--- src/rtl/percent_decode_stream_top_defines.svh ---
// Shared assertion macros for the percent decoder.
`ifndef PERCENT_DECODE_STREAM_TOP_DEFINES_SVH
`define PERCENT_DECODE_STREAM_TOP_DEFINES_SVH

// Same-cycle implication, clocked on clk, off while rst_n is low.
`define PDS_ASSERT_IMP(lbl, ante, cons, msg) \
  lbl: assert property (@(posedge clk) disable iff (!rst_n) (ante) |-> (cons)) \
    else $error(msg);

// Next-cycle implication, clocked on clk, off while rst_n is low.
`define PDS_ASSERT_NXT(lbl, ante, cons, msg) \
  lbl: assert property (@(posedge clk) disable iff (!rst_n) (ante) |=> (cons)) \
    else $error(msg);

`endif

--- src/rtl/pds_pkg.sv ---
`timescale 1ns / 1ps
package pds_pkg;

  localparam logic [1:0] PH_IDLE = 2'd0;
  localparam logic [1:0] PH_PCT  = 2'd1;
  localparam logic [1:0] PH_DIG  = 2'd2;

  localparam logic [7:0] CH_PERCENT = 8'h25;
  localparam logic [7:0] CH_PLUS    = 8'h2B;
  localparam logic [7:0] CH_SPACE   = 8'h20;
  localparam logic [7:0] CH_0       = 8'h30;
  localparam logic [7:0] CH_9       = 8'h39;
  localparam logic [7:0] CH_UA      = 8'h41;
  localparam logic [7:0] CH_UZ      = 8'h5A;
  localparam logic [7:0] CH_LA      = 8'h61;
  localparam logic [7:0] CH_LZ      = 8'h7A;
  localparam logic [7:0] ALPHA_BASE = 8'd10;
  localparam logic [7:0] NOT_DIGIT  = 8'hFF;

  typedef struct packed {
    logic       valid;
    logic [7:0] data;
    logic       last;
    logic       error;
  } pds_res_t;

  // 0..35 for a digit or letter, all ones for anything else
  function automatic logic [7:0] digit_value(input logic [7:0] b);
    logic [7:0] v;
    if (b >= CH_0 && b <= CH_9) begin
      v = b - CH_0;
    end else if (b >= CH_UA && b <= CH_UZ) begin
      v = b - CH_UA + ALPHA_BASE;
    end else if (b >= CH_LA && b <= CH_LZ) begin
      v = b - CH_LA + ALPHA_BASE;
    end else begin
      v = NOT_DIGIT;
    end
    return v;
  endfunction

endpackage

--- src/rtl/pds_decode.sv ---
`timescale 1ns / 1ps
`include "percent_decode_stream_top_defines.svh"
module pds_decode
  import pds_pkg::*;
(
  input  logic       clk,
  input  logic       rst_n,
  input  logic       accept,
  input  logic [7:0] in_byte,
  input  logic       in_last,
  output pds_res_t   res
);

  logic [1:0] phase_r, phase_nxt;
  logic [3:0] high_r, high_nxt;
  logic [7:0] dv;

  assign dv = digit_value(in_byte);

  always_comb begin
    phase_nxt = PH_IDLE;
    high_nxt  = high_r;
    res.valid = 1'b1;
    res.data  = in_byte;
    res.last  = in_last;
    res.error = 1'b0;
    case (phase_r)
      PH_PCT: begin
        if (in_last) begin
          res.data  = '0;
          res.error = 1'b1;
        end else begin
          res.valid = 1'b0;
          high_nxt  = dv[3:0];
          phase_nxt = PH_DIG;
        end
      end
      PH_DIG: begin
        res.data = {high_r, 4'h0} | dv;
      end
      default: begin
        if (in_byte == CH_PERCENT) begin
          if (in_last) begin
            res.data  = '0;
            res.error = 1'b1;
          end else begin
            res.valid = 1'b0;
            phase_nxt = PH_PCT;
          end
        end else if (in_byte == CH_PLUS) begin
          res.data = CH_SPACE;
        end
      end
    endcase
  end

  always_ff @(posedge clk) begin
    if (!rst_n) begin
      phase_r <= PH_IDLE;
      high_r  <= '0;
    end else if (accept) begin
      phase_r <= phase_nxt;
      high_r  <= high_nxt;
    end
  end

  `PDS_ASSERT_NXT(a_last_ends_escape, accept && in_last, phase_r == PH_IDLE, "escape open after last")
  `PDS_ASSERT_NXT(a_pct_opens, accept && phase_r == PH_IDLE && in_byte == CH_PERCENT && !in_last, phase_r == PH_PCT, "percent did not open escape")
  `PDS_ASSERT_IMP(a_err_only_in_escape, accept && res.valid && res.error, in_last && (phase_r == PH_PCT || in_byte == CH_PERCENT), "error outside cut escape")

endmodule

--- src/rtl/percent_decode_stream_top.sv ---
`timescale 1ns / 1ps
`include "percent_decode_stream_top_defines.svh"
// Streaming URI percent decoder. Takes one byte per cycle while in_stall is
// low, with in_last on the final byte of a string; '+' becomes a space, "%XY"
// becomes one byte, other bytes pass. The '%' and first digit of an escape
// give no result. A string that ends inside an escape yields one result with
// out_error set, out_byte 0 and out_last set. One request per cycle is
// sustained while out_stall is low, set by a single decode stage ahead of an
// output register with a one-entry skid buffer.
module percent_decode_stream_top
  import pds_pkg::*;
(
  input  logic       clk,
  input  logic       rst_n,
  input  logic       in_valid,
  output logic       in_stall,
  input  logic [7:0] in_byte,
  input  logic       in_last,
  output logic       out_valid,
  input  logic       out_stall,
  output logic [7:0] out_byte,
  output logic       out_last,
  output logic       out_error
);

  logic     accept;
  pds_res_t res;
  pds_res_t out_r, out_nxt;
  pds_res_t skid_r, skid_nxt;

  assign in_stall = skid_r.valid;
  assign accept   = in_valid && !in_stall;

  pds_decode u_decode (
    .clk     (clk),
    .rst_n   (rst_n),
    .accept  (accept),
    .in_byte (in_byte),
    .in_last (in_last),
    .res     (res)
  );

  always_comb begin
    out_nxt  = out_r;
    skid_nxt = skid_r;
    if (out_r.valid && out_stall) begin
      if (accept && res.valid) begin
        skid_nxt = res;
      end
    end else if (skid_r.valid) begin
      out_nxt        = skid_r;
      skid_nxt.valid = 1'b0;
    end else begin
      out_nxt       = res;
      out_nxt.valid = accept && res.valid;
    end
  end

  always_ff @(posedge clk) begin
    if (!rst_n) begin
      out_r.valid  <= 1'b0;
      skid_r.valid <= 1'b0;
    end else begin
      out_r.valid  <= out_nxt.valid;
      skid_r.valid <= skid_nxt.valid;
    end
    out_r.data   <= out_nxt.data;
    out_r.last   <= out_nxt.last;
    out_r.error  <= out_nxt.error;
    skid_r.data  <= skid_nxt.data;
    skid_r.last  <= skid_nxt.last;
    skid_r.error <= skid_nxt.error;
  end

  assign out_valid = out_r.valid;
  assign out_byte  = out_r.data;
  assign out_last  = out_r.last;
  assign out_error = out_r.error;

  `PDS_ASSERT_IMP(a_skid_behind_out, skid_r.valid, out_r.valid, "skid holds data with output empty")
  `PDS_ASSERT_IMP(a_err_format, out_r.valid && out_r.error, out_r.data == '0 && out_r.last, "bad error result")
  `PDS_ASSERT_NXT(a_skid_drains, out_r.valid && !out_stall && skid_r.valid, out_r.valid && !skid_r.valid, "skid did not drain")

endmodule

--- config.mk ---
export PLATFORM = sky130hd
export DESIGN_NAME = percent_decode_stream_top
export DESIGN_NICKNAME = d
export VERILOG_FILES = /design/src/rtl/pds_pkg.sv /design/src/rtl/pds_decode.sv /design/src/rtl/percent_decode_stream_top.sv
export VERILOG_INCLUDE_DIRS = /design/src /design/src/rtl
export SDC_FILE = /design/constraint.sdc
export NUM_CORES = 1
export LEC_CHECK = 0
export ABC_AREA = 1
export BUFFER_PORTS_ARGS = -buffer_cell sky130_fd_sc_hd__buf_2
export CAP_MARGIN = 10
export CORE_MARGIN = 8
export CORE_UTILIZATION = 58
export DETAILED_ROUTE_END_ITERATION = 7
export HOLD_SLACK_MARGIN = 0.02
export PLACE_DENSITY = 0.9
export RECOVER_POWER = 25
export SYNTH_ARGS = -nofsm -noshare
export SYNTH_HDL_FRONTEND = slang
export SYNTH_SLANG_ARGS = --single-unit
export TNS_END_PERCENT = 1
--- constraint.sdc ---
create_clock -name clk -period 2.3 [get_ports clk]
set_input_delay 0.23 -clock clk [delete_from_list [all_inputs] [get_ports clk]]
set_output_delay 0.23 -clock clk [all_outputs]
set_load 0.02 [all_outputs]
; ---- Word-level counts from Yosys, hierarchy flattened
; Index checks and enable logic that the tools add are counted.
[totals]
regBits = 28
input_bits = 13
output_inout_bits = 12
wordCells = 54
[classes]
addsub = 5
n_lt_le_gt_ge = 6
n_eq_ne = 4
muxes = 17
bitwise = 2
reduce_logical = 10
[op_table]
columns = cell, count
row1 = $mux W8, 6
row2 = $add A8 B4 Y8 const B, 2
row3 = $eq A8 B6 Y1 const B, 2
row4 = $ge A8 B7 Y1 const B, 2
row5 = $le A8 B7 Y1 const B, 2
row6 = $pmux W8 S2, 1
row7 = $sub A8 B7 Y8 const B, 2
row8 = $mux W11, 1
row9 = $ge A8 B6 Y1 const B, 1
row10 = $le A8 B6 Y1 const B, 1
row11 = $or A8 B8 Y8, 1
row12 = $sub A8 B6 Y8 const B, 1
row13 = $logic_and A1 B1 Y1, 6
row14 = $mux W1, 4
row15 = $mux W2, 2
row16 = $pmux W1 S2, 2
row17 = $pmux W2 S2, 1
row18 = $reduce_and A2 Y1, 2
row19 = $reduce_and A3 Y1, 1
row20 = $eq A2 B1 Y1 const B, 1
row21 = $eq A2 B2 Y1 const B, 1
row22 = $logic_not A1 Y1, 1
row23 = $not A1 Y1, 1

; ---- Longest topological paths before layout
; Gate-level depths: netlist (run 1).
[logic_depth]
ltp_word = 8
depth_mapped = 16

; ---- Modules after synthesis
; A second synthesis (run 1) with hierarchy kept.
[unflattened]
hier_cells = 281
hier_area_um2 = 2060.7
[by_module_without_submodules]
columns = module, instances, cells_each, area_each_um2, seq_area_each_um2
row1 = pds_decode, 1, 217, 1248.7, 120.1
row2 = percent_decode_stream_top, 1, 64, 812.0, 640.6

; ---- Least setup slack after synthesis (run 1)
; OpenSTA, ideal clock, no wires.
[synth_timing]
kind = flip-flop to flip-flop
startpoint = register u_decode.phase_r[0]
endpoint = register skid_r[0] (netlist name) (enable)
t_arrival_ns = 1.638
required_ns = 1.924
setup_slack_ns = 0.285
path_stages_with_launch = 8
period_less_slack_ns = 2.015
path_cell_list = dfxtp_1 > inv_1 > ha_1 > clkbuf_1 > a31o_2 > inv_1 > nand2_1 > nor2_1
[synth_between]
elab_chain_len = 4
[synth_rtl]
columns = item, line_no
row1 = from (decl), pds_decode.sv:14  ; logic [1:0] phase_r, phase_nxt;
row2 = from (signal assigned), pds_decode.sv:62  ; phase_r <= phase_nxt;
row3 = $eq A2 B2 Y1 or $eq A2 B1 Y1 (tied branches), pds_decode.sv:27  ; case (phase_r)
row4 = $pmux W1 S2 *, pds_decode.sv:27
row5 = $logic_and A1 B1 Y1 *, percent_decode_stream_top.sv:47  ; if (accept && res.valid) begin
row6 = $reduce_and A2 Y1 (no line) *, --
row7 = to (decl), percent_decode_stream_top.sv:29  ; pds_res_t skid_r, skid_nxt;
; Mark *: on every way between the ends. The rest lies on a longest branch, timed or not.
; A chain may end at the register's enable or synchronous reset.

; ---- Worst setup path after layout (run 1)
[layout_timing]
startpoint = register u_decode.phase_r[0]
endpoint = register skid_r[2] (netlist name) (enable)
; The elaborated chain is that of the path after synthesis.

==> impl_metrics.json, run 1 <==
{
  "outcome": "finished, final reports clean",
  "synth_top_area_cell": "edfxtp_1",
  "crit_path_end_kind": "flip-flop",
  "cts_max_level": 1,
  "grt_pass1_vias": 1726,
  "clockRootBuffer": "clkbuf_4",
  "synth_enable_flop_cells": 20,
  "yosysTopAreaCellShare_pct": 30.0,
  "fin_skew_ns": 0.00781,
  "cts.reportedPaths.clkPinSlew_ns": 0.13,
  "track_usage_pct": 17.0,
  "multiInputGateArea_sq_um": 1060,
  "ctsHoldBuffers": 0,
  "syn-num-nets": 295,
  "crit_buf_inv": 3,
  "p_seq_share_pct": 51.2,
  "setup_viol": 0,
  "fmax_ghz": 0.533,
  "finalNetCount": 322,
  "cts_tree": "built",
  "initial_core_util_pct": 60.1,
  "ys.flop_type": "edfxtp_1",
  "dieArea_sq_um": 5590,
  "combPwrFrac_pct": 21.6,
  "pre_cts_slack_ns": 0.236,
  "grt_pass1_wl_um": 7490,
  "cpMaxStageDelayCell": "ha_1",
  "gp_congestion": 0.937,
  "startpoint_type": "flip-flop",
  "ys_top_cells_by_count": "94 x nand2_1, 32 x inv_1, 23 x nor2_1",
  "rsz0062_at_grt": "false",
  "crit_family": "adder cells",
  "power_leakage_nw": 1.07,
  "cts_buffers": 3,
  "wl_per_cell_um": 13.0,
  "whs_ns": 0.177,
  "slowest_delay_ns": 0.44,
  "worstSetupPathType": "reg -> reg",
  "ant_nets": 0,
  "cellPowerDensity_nw_per_um2": 516,
  "cts_resized": 0,
  "synthCells": 272,
  "p_sw_mw": 0.313,
  "antenna_cells": 0,
  "hold_path.class": "in -> reg",
  "rows": 21,
  "hpwl_um": 3470,
  "drt_iter0_drc": 141,
  "finalCriticalPeriod_ns": 1.88,
  "ys_top_cells_by_area": "edfxtp_1 30%, nand2_1 18%, dfxtp_1 8.0%",
  "synth_cell_types": 32,
  "ys_seq_area_share_pct": 38.0,
  "grt_start_max_net_pins": 17,
  "drv_cap": 0,
  "slew_headroom_pct": 65.3,
  "slew_violations": 0,
  "clkLatencyLatePin_ns": 0.32,
  "p_int_mw": 0.830,
  "drive_above_1_share_pct": 20.5,
  "post_cts_buffers": 0,
  "drc": 0,
  "cts_max_path_buffers": 2,
  "path_cells": "inv_1, ha_1, a31o_2, inv_1, nand2_1, nor2_1, buf_4",
  "switching_share_pct": 27.3,
  "dr.pass1.iters": 4,
  "io_pins": 25,
  "synth-seq-cells": 28,
  "clockPowerShare_pct": 27.3,
  "critPathMaxFanout": 10,
  "fin_tns_setup_ns": 0,
  "grt_overflow": 0,
  "antenna_found_initial": 0,
  "finalHoldViolCount": 0,
  "yosysMostFrequentCell": "nand2_1",
  "syn_avg_cell_area_sq_um": 7.37,
  "cp.arrival_ns": 1.92,
  "die_w_um": 74.8,
  "fin_ws_ns": 0.424,
  "vias": 1831,
  "cts_sinks": 28,
  "die_h_um": 74.8,
  "routed_wl_um": 4480,
  "area_growth_pct": 10.5,
  "worstPathRequired_ns": 2.34,
  "seqCellArea_sq_um": 761,
  "yosysWarnings": 0,
  "portBuffers": 24,
  "syn_area_sq_um": 2000,
  "ir_worst_vdd_mv": 0.383,
  "tightest_slew_ns": 0.519,
  "via_per_inst": 5.32,
  "timing.critical_path.mode_cell": "inv_1",
  "ys_async_sr_fraction_pct": 0,
  "nFillCells": 282,
  "finalCritPeriodShare_pct": 81.6,
  "core-area_sq_um": 3340
}
[worst paths after layout]
check / startpoint / to / slack, ns / depth (start not counted)
worst min-delay path: rst_n / u_decode.high_r[3] / 0.18 / 3
worst min register to register: u_decode.phase_r[1] / u_decode.phase_r[1] / 0.51 / 2
worst max register to register: u_decode.phase_r[0] / skid_r[2] / 0.42 / 7
worst max-delay path: u_decode.phase_r[0] / skid_r[2] / 0.42 / 7
[state kept, by name, summed over array words and instances (netlist names)]
| signal | count |
|---|---|
| in_stall | 1 |
| skid_r | 10 |
| out_valid | 1 |
| out_error | 1 |
| u_decode.phase_r | 2 |
| u_decode.high_r | 4 |
| out_last | 1 |
| out_byte | 8 |
[area by class of cell]
class / count / area share (%)
clock buffers: 3 / 1.02
clock inverters: 1 / 1.36
inverters: 38 / 6.67
multi-input cells: 201 / 47.8
flip-flops and latches: 28 / 34.4
well taps: 46 / 2.60
repair buffers: 27 / 6.21
[worst register-to-register path, cell delays in order, from the launching register on]
cell and delay, ns:
dfxtp_1 0.36, inv_1 0.07, ha_1 0.44, a31o_2 0.30, inv_1 0.07, nand2_1 0.06, nor2_1 0.09, buf_4 0.21
[metrics by stage]
step | area, sq um | std cells | power [mW] | utilization, %
floorplan | 2000 | 272 | 0.767 | -
global placement | 2170 | 340 | 0.835 | 64.9
detailed placement | 2170 | 340 | 0.841 | 64.9
CTS | 2220 | 344 | 1.15 | 66.5
global route | 2210 | 344 | 1.20 | 66.4
finish | 2210 | 344 | 1.14 | 66.4
[power by group through the flow]
| stage | sequential [mW] | clock [mW] | combinational (mW) |
|---|---|---|---|
| 6_report | 0.585 | 0.311 | 0.247 |
| 2_1_floorplan | 0.625 | 0 | 0.142 |
| 3_3_place_gp | 0.595 | 0 | 0.240 |
| 5_1_grt | 0.588 | 0.336 | 0.273 |
| 3_5_place_dp | 0.596 | 0 | 0.245 |
| 4_1_cts | 0.585 | 0.318 | 0.247 |
[per-layer routing]
| layer | vias up | wire length [um] | share of wire, % | track usage, % |
|---|---|---|---|---|
| met4 | 0 | 57 | 1.3 | 4.35 |
| met2 | 68 | 2150 | 48 | 28.7 |
| met3 | 10 | 307 | 6.9 | 3.46 |
| met1 | 839 | 1960 | 44 | 21.4 |
| li1 | 914 | - | - | - |
| met5 | - | 0 | 0 | 0 |
[cells in the final DEF (no fill, tap or decap), types with 2 or more instances in the layout]
| cell | count |
|---|---|
| clkbuf_4 | 3 |
| nand2_2 | 15 |
| nand2_4 | 2 |
| nor2_1 | 23 |
| inv_1 | 32 |
| nand3_2 | 4 |
| a21oi_1 | 5 |
| o21ai_0 | 11 |
| inv_2 | 5 |
| buf_4 | 3 |
| nand3_4 | 2 |
| nand3_1 | 20 |
| ha_1 | 10 |
| clkbuf_1 | 4 |
| nand4_1 | 2 |
| edfxtp_1 | 20 |
| buf_2 | 20 |
| nand2_1 | 94 |
| dfxtp_1 | 8 |
[cell families (layout without fill, tap and decap cells)]
logic type | count (synthesis) | after routing | synth area share [%]
simple gates | 166 | 166 | 38.8
compound gates | 24 | 24 | 7.30
xor+xnor | 1 | 1 | 0.437
fa+ha+maj | 10 | 10 | 6.24
flops | 28 | 28 | 38.0
buf+inv | 43 | 69 | 9.24
(Power assumes the default switching activity.)
==> run 2, diff against run 1 <==
--- a/config.mk
+++ b/config.mk
@@ -10,10 +10,10 @@
 export BUFFER_PORTS_ARGS = -buffer_cell sky130_fd_sc_hd__buf_2
 export CAP_MARGIN = 10
 export CORE_MARGIN = 8
-export CORE_UTILIZATION = 58
+export CORE_UTILIZATION = 52
 export DETAILED_ROUTE_END_ITERATION = 7
 export HOLD_SLACK_MARGIN = 0.02
-export PLACE_DENSITY = 0.9
+export PLACE_DENSITY = 0.86
 export RECOVER_POWER = 25
 export SYNTH_ARGS = -nofsm -noshare
 export SYNTH_HDL_FRONTEND = slang
==> constraint.sdc (replaced) <==
create_clock -name clk -period 1.7 [get_ports clk]
set_input_delay 0.17 -clock clk [delete_from_list [all_inputs] [get_ports clk]]
set_output_delay 0.17 -clock clk [all_outputs]
set_load 0.02 [all_outputs]
==> impl_metrics.json, run 2 (synthesis gave the netlist of run 1 again) <==
{
  "via_per_inst": 5.20,
  "outcome": "finished, final reports clean",
  "core-area_sq_um": 3690,
  "clockRootBuffer": "clkbuf_8",
  "cts_max_path_buffers": 2,
  "fmax_ghz": 0.610,
  "drv_cap": 0,
  "drt_iter0_drc": 174,
  "r2r-start": "u_decode.phase_r[0]",
  "cp.arrival_ns": 1.63,
  "antenna_found_initial": 0,
  "slew_headroom_pct": 56.1,
  "reg2reg_slack_ns": 0.06,
  "fin_ws_ns": 0.0610,
  "cts_buffers": 3,
  "finalNetCount": 347,
  "tightest_slew_ns": 0.659,
  "fin_skew_ns": 0.0113,
  "rsz0062_at_grt": "false",
  "track_usage_pct": 16.2,
  "mostFrequentLayoutCells": "92 x nand2_1, 30 x inv_1, 25 x buf_4",
  "final_common_cell": "nand2_1",
  "ir_worst_vdd_mv": 0.259,
  "r2r_cells": 8,
  "dieArea_sq_um": 6100,
  "cts.reportedPaths.clkPinSlew_ns": 0.10,
  "ctsHoldBuffers": 0,
  "routed_wl_um": 4990,
  "slew_violations": 0,
  "rows": 22,
  "instances_no_fill": 371,
  "dp.cells": 366,
  "hpwl_um": 4000,
  "cts_tree": "built",
  "hold_path.class": "in -> reg",
  "finalHoldViolCount": 0,
  "power_leakage_nw": 1.20,
  "drc": 0,
  "switching_share_pct": 28.3,
  "startpoint_type": "flip-flop",
  "finalCritPeriodShare_pct": 96.4,
  "ant_nets": 0,
  "dr.pass1.iters": 5,
  "finalCriticalPeriod_ns": 1.64,
  "fin_tns_setup_ns": 0,
  "finalPower_mw": 1.64,
  "postLayoutCoreUtil_pct": 66.7,
  "vias": 1929,
  "hold_end": "out_valid",
  "area_growth_pct": 22.7,
  "largest_reg_flops": 10,
  "grt_pass1_vias": 1881,
  "die_w_um": 78.1,
  "p_seq_share_pct": 48.1,
  "gp_congestion": 0.951,
  "reg2reg_to": "skid_r[9]",
  "antenna_cells": 0,
  "combPwrFrac_pct": 23.9,
  "worstPathRequired_ns": 1.70,
  "wl_per_cell_um": 13.5,
  "p_int_mw": 1.18,
  "p_sw_mw": 0.464,
  "cts_sinks": 28,
  "grt_start_max_net_pins": 17,
  "portBuffers": 24,
  "cellPowerDensity_nw_per_um2": 668,
  "die_h_um": 78.1,
  "min_path_cells": 3,
  "clockPowerShare_pct": 28.0,
  "initial_core_util_pct": 54.3,
  "grt_pass1_wl_um": 8200,
  "grt_overflow": 0,
  "drive_above_1_share_pct": 28.8,
  "cts_max_level": 1,
  "clkLatencyLatePin_ns": 0.28,
  "regMostFlops": "skid_r",
  "worstSetupPathType": "reg -> reg",
  "setup_viol": 0,
  "hp-start": "rst_n",
  "critPathMaxFanout": 10,
  "crit_path_end_kind": "flip-flop",
  "nFillCells": 320,
  "io_pins": 25,
  "pre_cts_slack_ns": -0.182
}
[run 2: cell count changes in the layout (fill, tap and decap cells not counted), sizes merged]
cell / before / now
bufinv: 1 / 0
clkbuf: 7 / 10
buf: 23 / 46
[run 2: worst max path at each step]
stage | start | endpoint
global placement | in_byte[0] | out_byte[2]
CTS | u_decode.phase_r[0] | skid_r[9]
global route | u_decode.phase_r[0] | out_byte[4]
detailed placement | in_byte[0] | out_byte[3]
finish | u_decode.phase_r[0] | skid_r[9]
floorplan | u_decode.phase_r[0] | skid_r[0]
[run 2: metrics by stage]
stage | hold slack (ns) | instance area (sq um)
after floorplan | 0.269 | 2020
after global routing | 0.167 | 2460
after CTS | 0.126 | 2430
after global placement | 0.408 | 2360
after detailed placement | 0.415 | 2360
final | 0.147 | 2460
[run 2: power groups by stage]
| stage | clock network, mW | registers [mW] | logic (mW) |
|---|---|---|---|
| global route | 0.496 | 0.794 | 0.430 |
| detailed placement | 0 | 0.806 | 0.381 |
| CTS | 0.464 | 0.790 | 0.386 |
| floorplan | 0 | 0.845 | 0.198 |
| global placement | 0 | 0.803 | 0.367 |
| finish | 0.460 | 0.790 | 0.392 |
[run 2: what timing repair did]
item | in CTS | in global routing
endpoints found under the setup margin | 17 | 19
pin swaps | 1 | 1
buffers inserted | 0 | 1
resized for setup | 2 | 6
[run 2: cell type report]
| type | count | area, sq um | share of cell area [%] |
|---|---|---|---|
| sequential | 28 | 762 | 31.0 |
| inverter | 38 | 148 | 6.01 |
| tap | 48 | 60.1 | 2.44 |
| clock buffer | 4 | 66.3 | 2.70 |
| multi-input combinational | 201 | 1090 | 44.4 |
| timing repair buffer | 52 | 330 | 13.4 |
[run 2: critical path, stage by stage, from the launching register on]
cell and delay, ns:
dfxtp_2 0.35, inv_1 0.05, ha_1 0.29, buf_4 0.19, a21oi_2 0.06, nand2_1 0.08
nand2_2 0.07, nor2_4 0.12, buf_12 0.14
[run 2: metal layers]
metal	share of wire (%)	up-vias	GRT usage, %	wire length [um]
met2	52	93	28.8	2580
li1	-	966	-	-
met3	6.5	12	2.51	326
met5	0	-	0	0
met4	2.1	0	8.52	106
met1	40	858	18.2	1980
==> run 3, diff against run 2 <==
--- a/config.mk
+++ b/config.mk
@@ -13,6 +13,7 @@
 export CORE_UTILIZATION = 52
 export DETAILED_ROUTE_END_ITERATION = 7
 export HOLD_SLACK_MARGIN = 0.02
+export MAX_ROUTING_LAYER = met4
 export PLACE_DENSITY = 0.86
 export RECOVER_POWER = 25
 export SYNTH_ARGS = -nofsm -noshare
==> impl_metrics.json, run 3 (synthesis gave the netlist of run 1 again) <==
{
  "setup_viol": 0,
  "dp.cells": 367,
  "drive_above_1_share_pct": 26.9,
  "slowest_delay_ns": 0.22,
  "worstPathRequired_ns": 1.74,
  "finalNetCount": 348,
  "power_leakage_nw": 1.17,
  "drv_cap": 0,
  "postLayoutCoreUtil_pct": 66.1,
  "portBuffers": 24,
  "grt_overflow": 0,
  "finalCritPeriodShare_pct": 96.2,
  "via_per_inst": 5.20,
  "initial_core_util_pct": 54.3,
  "final_area_sq_um": 2440,
  "cts_sinks": 28,
  "grt_pass1_wl_um": 8450,
  "tightest_slew_ns": 0.657,
  "cpMaxStageDelayCell": "a21oi_4",
  "cts_max_path_buffers": 2,
  "cts_buffers": 3,
  "crit_path_end_kind": "flip-flop",
  "ctsHoldBuffers": 0,
  "placed_cell_area_sq_um": 2370,
  "hp-start": "rst_n",
  "dr.pass1.iters": 4,
  "track_usage_pct": 17.1,
  "finalCriticalPeriod_ns": 1.64,
  "core-area_sq_um": 3690,
  "cts_tree": "built",
  "ir_worst_vdd_mv": 0.317,
  "antenna_cells": 0,
  "mostFrequentLayoutCells": "92 x nand2_1, 30 x inv_1, 27 x buf_4",
  "routed_wl_um": 5030,
  "die_w_um": 78.1,
  "whs_ns": 0.160,
  "seqCellArea_sq_um": 762,
  "post_cts_buffers": 0,
  "cp.arrival_ns": 1.67,
  "finalPower_mw": 1.59,
  "cts.reportedPaths.clkPinSlew_ns": 0.09,
  "final_common_cell": "nand2_1",
  "timing.critical_path.mode_cell": "nand2_1",
  "rows": 22,
  "clockRootBuffer": "clkbuf_8",
  "vias": 1934,
  "dieArea_sq_um": 6100,
  "die_h_um": 78.1,
  "slew_violations": 0,
  "crit_family": "simple AND/OR/NAND/NOR gates",
  "gp_congestion": 0.994,
  "drc": 0,
  "antenna_found_initial": 0,
  "drt_iter0_drc": 171,
  "nFillCells": 325,
  "io_pins": 25,
  "outcome": "finished, final reports clean",
  "r2r-start": "u_decode.phase_r[0]",
  "clkLatencyLatePin_ns": 0.28,
  "hold_path.class": "in -> reg",
  "fin_tns_setup_ns": 0,
  "grt_start_max_net_pins": 16,
  "wl_per_cell_um": 13.5,
  "hpwl_um": 4020,
  "instances_no_fill": 372,
  "largest_reg_flops": 10,
  "critPathMaxFanout": 7,
  "area_growth_pct": 21.7,
  "cellPowerDensity_nw_per_um2": 652,
  "slew_headroom_pct": 56.2,
  "multiInputGateArea_sq_um": 1100,
  "fin_skew_ns": 0.00310,
  "ant_nets": 0,
  "fmax_ghz": 0.611,
  "fin_ws_ns": 0.0640,
  "regMostFlops": "skid_r",
  "path_cells": "buf_2, ha_1, inv_2, nand2_1, nor2_2, nand3_4, a21oi_4, nand2_1, o21ai_0, nand2_1, nand2_1, nand2_2, nand2_1, nand2_1",
  "grt_pass1_vias": 1835,
  "cts_max_level": 1,
  "startpoint_type": "primary input",
  "startpoint": "in_byte[5]",
  "pre_cts_slack_ns": -0.220,
  "rsz0062_at_grt": "true",
  "finalHoldViolCount": 0,
  "crit_buf_inv": 2,
  "worstSetupPathType": "in -> reg"
}
==> run 3: cell count changes in the layout (fill, tap and decap cells not counted) <==
cell       previous run  this run
buf_12                1         0
buf_2                20        12
buf_4                25        27
clkbuf_1              6        13
clkbuf_16             1         0
clkbuf_8              3         4
nor2_4                3         4
==> run 3: area by class of cell <==
class	count	share of cell area (%)
Sequential cell	28	31.2
Tap cell	48	2.46
Inverter	38	6.05
Multi-Input combinational cell	202	45.2
Clock buffer	4	2.26
Timing Repair Buffer	52	12.8
==> run 3: worst paths after layout <==
| path | endpoint | slack [ns] | cells after the start |
|---|---|---|---|
| worst max-delay path | out_byte[1] | 0.06 | 14 |
| worst min-delay path | in_stall | 0.16 | 3 |
| worst max register to register | out_byte[2] | 0.07 | 9 |
| worst min register to register | u_decode.phase_r[1] | 0.50 | 2 |
==> run 3: power by group <==
part | internal [mW] | switching (mW) | total [mW]
combinational | 0.136 | 0.250 | 0.385
sequential | 0.779 | 0.0130 | 0.792
clock | 0.208 | 0.206 | 0.414
total | 1.12 | 0.469 | 1.59
==> run 3: worst reg2reg max path, cell delays in order, from the launching register on <==
cell and delay [ns]:
dfxtp_2 0.35, inv_1 0.05, ha_1 0.30, buf_4 0.18
inv_2 0.09, nand2_2 0.11, nand3_1 0.12, nand2_2 0.08
nand2_1 0.06, nand2_1 0.06
==> run 3: metal layers <==
metal | wire length (um) | up-vias | share of wire [%] | GRT usage [%]
li1 | - | 968 | - | -
met1 | 2030 | 867 | 40 | 20.4
met2 | 2510 | 90 | 50 | 29.6
met3 | 411 | 9 | 8.2 | 2.05
met4 | 80 | 0 | 1.6 | 4.63
met5 | 0 | - | 0 | -
==> run 3: what timing repair did <==
item                                    in CTS  in global routing
cloned                                       0                  1
endpoints found under the setup margin       7                 19
pin swaps                                    0                  1
gates resized for setup                      2                  7
